===== src/sv/u8d_pkg.sv =====
// ----------------------------------------------------------------------------
// u8d_pkg
// Shared types and constants for the UTF-8 byte stream decoder.
// ----------------------------------------------------------------------------
package u8d_pkg;

    localparam int BYTE_W = 8;
    localparam int CP_W   = 31;
    localparam int REM_W  = 3;
    localparam int KIND_W = 2;

    // Result kinds
    localparam logic [KIND_W-1:0] KIND_CHAR    = 2'd0;
    localparam logic [KIND_W-1:0] KIND_END     = 2'd1;
    localparam logic [KIND_W-1:0] KIND_TRUNC   = 2'd2;
    localparam logic [KIND_W-1:0] KIND_INVALID = 2'd3;

    // Decode state carried between words
    typedef struct packed {
        logic [REM_W-1:0] rem;
        logic [CP_W-1:0]  acc;
    } t_dec_state;

    // Outcome of one step of the decoder
    typedef struct packed {
        t_dec_state        nxt;
        logic              res_vld;
        logic [CP_W-1:0]   code_point;
        logic [KIND_W-1:0] kind;
    } t_step_out;

endpackage


===== src/sv/u8d_step.sv =====
// ----------------------------------------------------------------------------
// u8d_step
// Single-byte decode step: from the current state and one byte, form the
// next state and at most one result.
// ----------------------------------------------------------------------------
module u8d_step (
    input  u8d_pkg::t_dec_state          i_state,
    input  logic [u8d_pkg::BYTE_W-1:0]   i_byte,
    output u8d_pkg::t_step_out           o_step
);

    logic [u8d_pkg::CP_W-1:0]  w_shifted;
    logic [u8d_pkg::REM_W-1:0] w_rem_dec;

    assign w_shifted = {i_state.acc[u8d_pkg::CP_W-7:0], i_byte[5:0]};
    assign w_rem_dec = i_state.rem - 3'd1;

    always_comb begin
        o_step.nxt        = i_state;
        o_step.res_vld    = 1'b0;
        o_step.code_point = '0;
        o_step.kind       = u8d_pkg::KIND_CHAR;

        if (i_state.rem != '0) begin
            if (i_byte == '0) begin
                // drop the partial sequence
                o_step.nxt.rem = '0;
                o_step.nxt.acc = '0;
                o_step.res_vld = 1'b1;
                o_step.kind    = u8d_pkg::KIND_TRUNC;
            end else if (w_rem_dec == '0) begin
                o_step.nxt.rem    = '0;
                o_step.nxt.acc    = '0;
                o_step.res_vld    = 1'b1;
                o_step.code_point = w_shifted;
            end else begin
                o_step.nxt.rem = w_rem_dec;
                o_step.nxt.acc = w_shifted;
            end
        end else if (i_byte == '0) begin
            o_step.res_vld = 1'b1;
            o_step.kind    = u8d_pkg::KIND_END;
        end else if (!i_byte[7]) begin
            o_step.res_vld    = 1'b1;
            o_step.code_point = {{(u8d_pkg::CP_W-u8d_pkg::BYTE_W){1'b0}}, i_byte};
        end else if (!i_byte[6] || i_byte[7:1] == 7'h7F) begin
            // stray continuation, 0xFE or 0xFF: consumed alone
            o_step.res_vld = 1'b1;
            o_step.kind    = u8d_pkg::KIND_INVALID;
        end else if (!i_byte[5]) begin
            o_step.nxt.rem = 3'd1;
            o_step.nxt.acc = {{(u8d_pkg::CP_W-5){1'b0}}, i_byte[4:0]};
        end else if (!i_byte[4]) begin
            o_step.nxt.rem = 3'd2;
            o_step.nxt.acc = {{(u8d_pkg::CP_W-4){1'b0}}, i_byte[3:0]};
        end else if (!i_byte[3]) begin
            o_step.nxt.rem = 3'd3;
            o_step.nxt.acc = {{(u8d_pkg::CP_W-3){1'b0}}, i_byte[2:0]};
        end else if (!i_byte[2]) begin
            o_step.nxt.rem = 3'd4;
            o_step.nxt.acc = {{(u8d_pkg::CP_W-2){1'b0}}, i_byte[1:0]};
        end else begin
            o_step.nxt.rem = 3'd5;
            o_step.nxt.acc = {{(u8d_pkg::CP_W-1){1'b0}}, i_byte[0]};
        end
    end

endmodule


===== src/sv/utf8_byte_stream_decoder_top.sv =====
// ----------------------------------------------------------------------------
// utf8_byte_stream_decoder_top
// UTF-8 decoder (original six-byte form), one text byte per word.
// ----------------------------------------------------------------------------
// Usage:
//   The slave channel takes one raw text byte per word in s_axis_tdata.
//   The master channel gives one result word per completed character, end
//   of text, truncated sequence or invalid lead byte: the code point in
//   m_axis_tdata and the result kind in m_axis_tuser. Lead bytes and inner
//   continuation bytes produce no word.
//   The result word shows on the master side once the byte that completes it
//   has landed in the input register and the decode step has loaded the
//   result register from it; a master-side stall can delay that second load.
//   Throughput is one byte per clock unless the receiver stalls; the decode
//   step is a single shallow compare-and-shift between the two registers.
//   When the receiver stalls, the result register holds its word and the
//   input register keeps taking bytes that produce no result; a byte that
//   does produce one waits in the input register, and s_axis_tready drops
//   only while both registers are full and m_axis_tready is low.
//   Synchronous active-low reset clears both valid flags and the decode
//   state (no sequence in progress).
// ----------------------------------------------------------------------------
module utf8_byte_stream_decoder_top (
    input  logic        i_clk,
    input  logic        i_rst_n,
    input  logic        s_axis_tvalid,
    output logic        s_axis_tready,
    input  logic [7:0]  s_axis_tdata,   // [7:0] data_byte
    output logic        m_axis_tvalid,
    input  logic        m_axis_tready,
    output logic [31:0] m_axis_tdata,   // [30:0] code_point, [31] zero
    output logic [1:0]  m_axis_tuser    // [1:0] kind
);

    logic                       r_in_vld;
    logic [u8d_pkg::BYTE_W-1:0] r_in_byte;
    u8d_pkg::t_dec_state        r_state;
    logic                       r_out_vld;
    logic [u8d_pkg::CP_W-1:0]   r_out_cp;
    logic [u8d_pkg::KIND_W-1:0] r_out_kind;

    u8d_pkg::t_step_out         w_step;
    logic                       w_advance;

    u8d_step u_step (
        .i_state (r_state),
        .i_byte  (r_in_byte),
        .o_step  (w_step)
    );

    // a byte with no result always moves on; one with a result needs room
    assign w_advance     = r_in_vld && (!w_step.res_vld || !r_out_vld || m_axis_tready);
    assign s_axis_tready = !r_in_vld || w_advance;

    always_ff @(posedge i_clk) begin
        if (!i_rst_n) begin
            r_in_vld    <= 1'b0;
            r_state.rem <= '0;
            r_state.acc <= '0;
            r_out_vld   <= 1'b0;
        end else begin
            if (s_axis_tvalid && s_axis_tready) begin
                r_in_vld  <= 1'b1;
                r_in_byte <= s_axis_tdata;
            end else if (w_advance) begin
                r_in_vld <= 1'b0;
            end

            if (w_advance) begin
                r_state <= w_step.nxt;
            end

            if (w_advance && w_step.res_vld) begin
                r_out_vld  <= 1'b1;
                r_out_cp   <= w_step.code_point;
                r_out_kind <= w_step.kind;
            end else if (m_axis_tready) begin
                r_out_vld <= 1'b0;
            end
        end
    end

    assign m_axis_tvalid = r_out_vld;
    assign m_axis_tdata  = {1'b0, r_out_cp};
    assign m_axis_tuser  = r_out_kind;

endmodule


===== config.mk =====
export PLATFORM = sky130hd
export DESIGN_NAME = utf8_byte_stream_decoder_top
export DESIGN_NICKNAME = d
export VERILOG_FILES = /design/src/sv/u8d_pkg.sv /design/src/sv/u8d_step.sv /design/src/sv/utf8_byte_stream_decoder_top.sv
export SDC_FILE = /design/constraint.sdc
export NUM_CORES = 1
export LEC_CHECK = 0
export BUFFER_PORTS_ARGS = -buffer_cell sky130_fd_sc_hd__buf_2
export CAP_MARGIN = 5
export CORE_MARGIN = 5
export CORE_UTILIZATION = 35
export DETAILED_ROUTE_END_ITERATION = 8
export GPL_TIMING_DRIVEN = 0
export PLACE_DENSITY = 0.62
export REMOVE_ABC_BUFFERS = 1
export SYNTH_ARGS = -nofsm -noshare
export SYNTH_HDL_FRONTEND = slang
export SYNTH_SLANG_ARGS = --single-unit

===== constraint.sdc =====
create_clock -name i_clk -period 2.8 [get_ports i_clk]
set_clock_uncertainty 0.05 [all_clocks]
set_input_delay 0.56 -clock i_clk [delete_from_list [all_inputs] [get_ports i_clk]]
set_output_delay 0.56 -clock i_clk [all_outputs]
set_load 0.03 [all_outputs]

==> results.cfg, run 1 <==
[critical_path]
cp_max_fo = 4
r2r_end = r_state[31]$_SDFFE_PN0P_
crit_type = register to output port
cp.arrival_ns = 2.17
critPathTopFamily = simple AND/OR/NAND/NOR gates
critPathBufInv = 2
cp_cell_sequence = clkinvlp_4, ha_4, nor4b_4, nor3_4, nand4_1, or3b_4, buf_6
slowest_delay_ns = 0.40
r2r-start = r_state[31]$_SDFFE_PN0P_
r2r_cells = 9
slowest_stage = or3b_4
required_ns = 2.19
endpoint_kind = output port
rrSetupSlack_ns = 0.18
startpoint_type = register

[timing]
fin_crit_sh_pct = 99.2
setup_slack_ns = 0.0217
final_max_slew_viol_count = 0
hold_ws_ns = 0.322
worst_slew_pin_slew_ns = 0.942
setup_viol = 0
fmax_ghz = 0.360
grt_setup_unrepaired = true
slew_headroom_pct = 37.0
hold_viol = 0
fin_crit_ns = 2.78

[status]
status = completed

[hold_path]
holdCritStartpoint = s_axis_tdata[7]
min_to = r_in_byte[7]$_DFFE_PP_
hold_class = primary input to register
hold_depth = 1

[place]
gp_congestion = 0.820
pre_cts_slack_ns = 0.0891
port_buffers = 46
dp_cells = 404
dp_hpwl_um = 3810

[clocking]
cts_tree = yes
clkTransAtPathRegs_ns = 0.08
root_buffer = clkbuf_8
clockBufferDepth = 2
clk_latency_ns = 0.36
htree_levels = 3
clock_sinks = 71
cts_buffers = 9

[power]
leakage_nw = 1.55
ir_worst_vdd_mv = 0.241
p_per_area_mw_per_mm2 = 612
p_total_mw = 2.31

[detailed_routing]
drt_iter0_markers = 123
vias_per_cell = 4.87
wl_per_cell_um = 14.1
dr.pass1.iters = 4
wl_um = 6110
ant_nets = 0
drc = 0
num_vias = 2105

[grt]
grt_pass1_wl_um = 9980
grt_util_met1_pct = 14.8
grt_use_met2_pct = 17.1
busiest_layer = met2
overflow = 0
antenna_found_initial = 0
grt_usage_pct = 11.4
grt_pass1_vias = 2035
grt.met3_usage_pct = 4.72
grt_max_degree = 34

[logic_synthesis]
yosysWarnings = 0
synth_area_leader_cell = edfxtp_1
synth_seq_area_share_pct = 58.8
synth.avg_cell_area_um2 = 11.8
synth_top_area_share_pct = 39.5
synth_edf_count = 41
synth.area.top_cells = edfxtp_1 40%, dfxtp_1 19%, mux2i_1 8.0%
netlist_instances = 265
synth_flop_cell = edfxtp_1
synth_cell_types = 46
ys_ff_latch = 71
syn_area_mm2 = 0.00311
async_reset_ff_share_pct = 0

[floorplanning]
ios = 48
fp.dieW_um = 104
start_util_pct = 35.9
die_h_um = 104
row_count = 34
fp.coreArea_mm2 = 0.00868
die_area_mm2 = 0.0109

[finish]
syn_to_final_growth_pct = 21.3
layout_commonest_cell = buf_2
insertedDiodeCount = 0
nFillCells = 832
drive_gt1_share_pct = 29.0
mostFrequentLayoutCells = 45 x buf_2, 41 x edfxtp_1, 35 x nand2_1
fin_nets = 334
final-instance-count-excl-fill = 432

[run]
drv_cap = 0
flip-flops by register name (all words and copies together), names as in the netlist:
register,count
m_axis_tvalid,1
r_state,28
r_in_byte,8
m_axis_tuser,2
r_out_cp,31
r_in_vld,1
repair_timing:
| item | CTS | global route |
|---|---|---|
| pin swaps | 1 | 4 |
| setup endpoints to repair | 1 | 34 |
| resized for setup | 8 | 8 |
| buffers inserted | 2 | 9 |
| hold buffers | 0 | 0 |
cell usage after synthesis, types with 2 or more instances:
master	instances
buf_6	2
and2b_1	3
mux2i_1	25
a21oi_1	6
buf_12	2
nor2_1	7
nand2_1	35
edfxtp_1	41
dfxtp_1	30
nand4_1	4
nor3_1	2
nand3_1	24
clkbuf_1	10
ha_1	3
nand2b_1	5
nor4_1	2
o21ai_0	3
nor2b_1	2
a221oi_1	2
inv_1	7
and2_1	25
worst register-to-register path, stage by stage, from the launching register on:
cell	delay (ns)
dfxtp_4	0.37
clkinvlp_4	0.14
ha_4	0.21
nor3b_4	0.16
nor3_4	0.27
buf_4	0.16
buf_4	0.10
a41oi_2	0.12
nand3b_4	0.50
a221oi_1	0.43
routing by layer:
metal / wire [µm] / vias to the layer above
met5: 0 / -
met4: 99 / 0
met3: 451 / 10
met2: 2730 / 69
met1: 2830 / 985
li1: - / 1041
metrics by stage:
stage | area [µm²] | util (%) | TNS (ns)
final | 3780 | 43.5 | 0
after CTS | 3660 | 42.2 | 0
after global placement | 3350 | 38.6 | -43.71
after detailed placement | 3390 | 39.1 | 0
after global routing | 3780 | 43.5 | -0.129
after floorplan | 2990 | - | -11.62
kinds of logic (layout without fill, tap and decap cells):
family	Yosys count	in the layout	share of synthesized area, %
simple gates	120	120	21.9
flops	71	71	58.8
mux	25	25	8.04
buf+inv	24	83	4.94
compound gates	20	20	4.66
fa+ha+maj	3	3	1.21
other cells	1	1	0.120
xor+xnor	1	1	0.281
cell type report:
type / instances / area, µm² / area share, %
tap: 108 / 135 / 3.58
clock inverter: 7 / 103 / 2.72
inverter: 7 / 30.0 / 0.795
sequential: 71 / 1840 / 48.6
timing repair buffer: 60 / 357 / 9.44
clock buffer: 9 / 124 / 3.28
multi-input combinational: 170 / 1190 / 31.6
power breakdown:
part           switching, mW  internal, mW
combinational          0.142        0.0877
sequential            0.0172          1.13
clock                  0.425         0.512
total                  0.585          1.72
how the worst max path moves through the flow:
stage / start / end / slack (ns) / cells past startpoint
2_1_floorplan: r_state[31]$_SDFFE_PN0P_ / m_axis_tuser[0]$_SDFFCE_PP0P_ / -0.35 / 7
3_3_place_gp: r_state[31]$_SDFFE_PN0P_ / r_out_cp[30]$_SDFFCE_PP0P_ / -1.14 / 7
3_5_place_dp: r_state[31]$_SDFFE_PN0P_ / r_out_cp[24]$_SDFFCE_PP0P_ / 0.09 / 7
4_1_cts: r_state[31]$_SDFFE_PN0P_ / s_axis_tready / 0.009 / 7
5_1_grt: r_state[31]$_SDFFE_PN0P_ / s_axis_tready / -0.09 / 7
6_report: r_state[31]$_SDFFE_PN0P_ / s_axis_tready / 0.02 / 7
No activity file was read; power rests on OpenSTA's default activity.
==> inputs of run 2 (changes only) <==
--- a/config.mk
+++ b/config.mk
@@ -7,7 +7,7 @@
 export LEC_CHECK = 0
 export BUFFER_PORTS_ARGS = -buffer_cell sky130_fd_sc_hd__buf_2
 export CAP_MARGIN = 5
-export CORE_MARGIN = 5
+export CORE_MARGIN = 2
 export CORE_UTILIZATION = 35
 export DETAILED_ROUTE_END_ITERATION = 8
 export GPL_TIMING_DRIVEN = 0
==> constraint.sdc (replaced) <==
create_clock -name i_clk -period 2.3 [get_ports i_clk]
set_clock_uncertainty 0.05 [all_clocks]
set_input_delay 0.46 -clock i_clk [delete_from_list [all_inputs] [get_ports i_clk]]
set_output_delay 0.46 -clock i_clk [all_outputs]
set_load 0.03 [all_outputs]
==> run 2 against run 1 <==
  * The flow now finishes with violations (negative setup slack)
  * Setup slack worse by 0.24 ns
  * Via count up 4.1%
  * Hold slack worse by 0.093 ns
  * Sequential share of layout area down 1.8 points
  * Clock-buffer cell count unchanged
  * Register-to-register slack worse by 0.11 ns
  * Cell count up 2.1%
  * Critical endpoint unchanged
  * Highest routed layer unchanged
==> results.cfg, run 2 (synthesis gave the netlist of run 1 again) <==
[grt]
grt_max_degree = 32
grt_pass1_vias = 2068
overflow = 0
antenna_found_initial = 0
grt_usage_pct = 14.3
grt_pass1_wl_um = 10700

[hold_path]
min_to = r_in_byte[5]$_DFFE_PP_
holdCritStartpoint = s_axis_tdata[5]
hold_class = primary input to register
hold_depth = 1

[place]
pre_cts_slack_ns = -0.399
gp_congestion = 0.814
port_buffers = 46
dp_hpwl_um = 3700

[timing]
worst_slew_pin_slew_ns = 0.953
fin_crit_ns = 2.51
grt_setup_unrepaired = true
final_max_slew_viol_count = 0
setup_slack_ns = -0.215
fmax_ghz = 0.398
setup_viol = 1
fin_crit_sh_pct = 109
hold_viol = 0
slew_headroom_pct = 36.5

[floorplanning]
fp.coreArea_mm2 = 0.00868
start_util_pct = 35.9
ios = 48
row_count = 34
die_h_um = 98.3
die_area_mm2 = 0.00967
fp.dieW_um = 98.3

[detailed_routing]
wl_um = 6840
ant_nets = 0
num_vias = 2192
drc = 0
drt_iter0_markers = 106
wl_per_cell_um = 15.5
dr.pass1.iters = 4
vias_per_cell = 4.97

[clocking]
htree_levels = 3
cts_buffers = 9
clock_sinks = 71
clkTransAtPathRegs_ns = 0.08
cts_tree = yes
root_buffer = clkbuf_8
clockBufferDepth = 2
hold_buffers = 0
clk_latency_ns = 0.35

[critical_path]
critPathTopFamily = simple AND/OR/NAND/NOR gates
cp.arrival_ns = 2.00
r2r_cells = 8
critPathBufInv = 2
cp.depth = 7
r2r_end = r_state[4]$_SDFFE_PN0P_
crit_type = register to output port
slowest_stage = or3b_4
slowest_delay_ns = 0.40
startpoint_type = register
endpoint_kind = output port
required_ns = 1.79
cp_max_fo = 4
r2r-start = r_state[31]$_SDFFE_PN0P_
rrSetupSlack_ns = 0.07
cp_cell_sequence = inv_4, ha_4, nor4b_4, nor3_4, nand4_1, or3b_4, buf_6

[status]
status = finished, violations left
violations = negative setup slack

[finish]
fin_nets = 343
syn_to_final_growth_pct = 25.9
largestRegisters = r_out_cp x31, r_state x28, r_in_byte x8
largest_reg_flops = 31
mostFrequentLayoutCells = 45 x buf_2, 41 x edfxtp_1, 35 x nand2_1
layout_commonest_cell = buf_2
finalCoreUtilization_pct = 45.2
regMostFlops = r_out_cp
drive_gt1_share_pct = 32.1
nFillCells = 831
insertedDiodeCount = 0

[power]
ir_worst_vdd_mv = 0.359
p_total_mw = 2.83
p_per_area_mw_per_mm2 = 721
leakage_nw = 1.61

[run]
drv_cap = 0
==> run 2: metal layers <==
metal / routed length (µm) / track usage, % / part of all wire (%) / vias up
met5: 0 / 0 / 0 / -
met4: 104 / 5.16 / 1.5 / 0
met3: 463 / 4.01 / 6.8 / 10
met2: 3090 / 21.1 / 45 / 78
met1: 3190 / 20.2 / 47 / 1034
li1: - / - / - / 1070
==> run 2: worst max-delay path by stage <==
stage | startpoint | end | slack [ns]
CTS | r_in_byte[7]$_DFFE_PP_ | s_axis_tready | -0.23
detailed placement | r_state[31]$_SDFFE_PN0P_ | r_out_cp[24]$_SDFFCE_PP0P_ | -0.40
floorplan | r_state[31]$_SDFFE_PN0P_ | m_axis_tuser[0]$_SDFFCE_PP0P_ | -0.85
finish | r_state[31]$_SDFFE_PN0P_ | s_axis_tready | -0.21
global placement | r_state[31]$_SDFFE_PN0P_ | r_out_cp[30]$_SDFFCE_PP0P_ | -1.69
global route | r_in_byte[4]$_DFFE_PP_ | s_axis_tready | -0.29
==> run 2: stage by stage <==
stage          TNS, ns  instances  hold WS [ns]  instance area (µm²)
2_1_floorplan   -28.62        248         0.383                 2990
3_3_place_gp    -76.73        402         0.390                 3350
3_5_place_dp    -25.44        403         0.399                 3380
4_1_cts         -0.229        432         0.224                 3810
5_1_grt         -0.366        441         0.223                 3920
6_report        -0.215        441         0.229                 3920
==> run 2: power breakdown <==
group	internal (mW)	switching [mW]
logic	0.125	0.197
registers	1.37	0.0206
clock network	0.612	0.506
==> run 2: repair_timing <==
item,4_1_cts,5_1_grt
buffers inserted,11,8
gates cloned,2,1
pin swaps,4,7
resized for setup,20,5
endpoints found under the setup margin,96,66
==> run 2: layout make-up <==
cell class / instances / area, µm² / share of cell area, %
repair buffers: 66 / 444 / 11.3
flip-flops and latches: 71 / 1840 / 46.8
clock buffers: 9 / 124 / 3.16
well taps: 108 / 135 / 3.45
multi-input cells: 173 / 1260 / 32.0
clock inverters: 7 / 96.3 / 2.46
inverters: 7 / 28.8 / 0.734
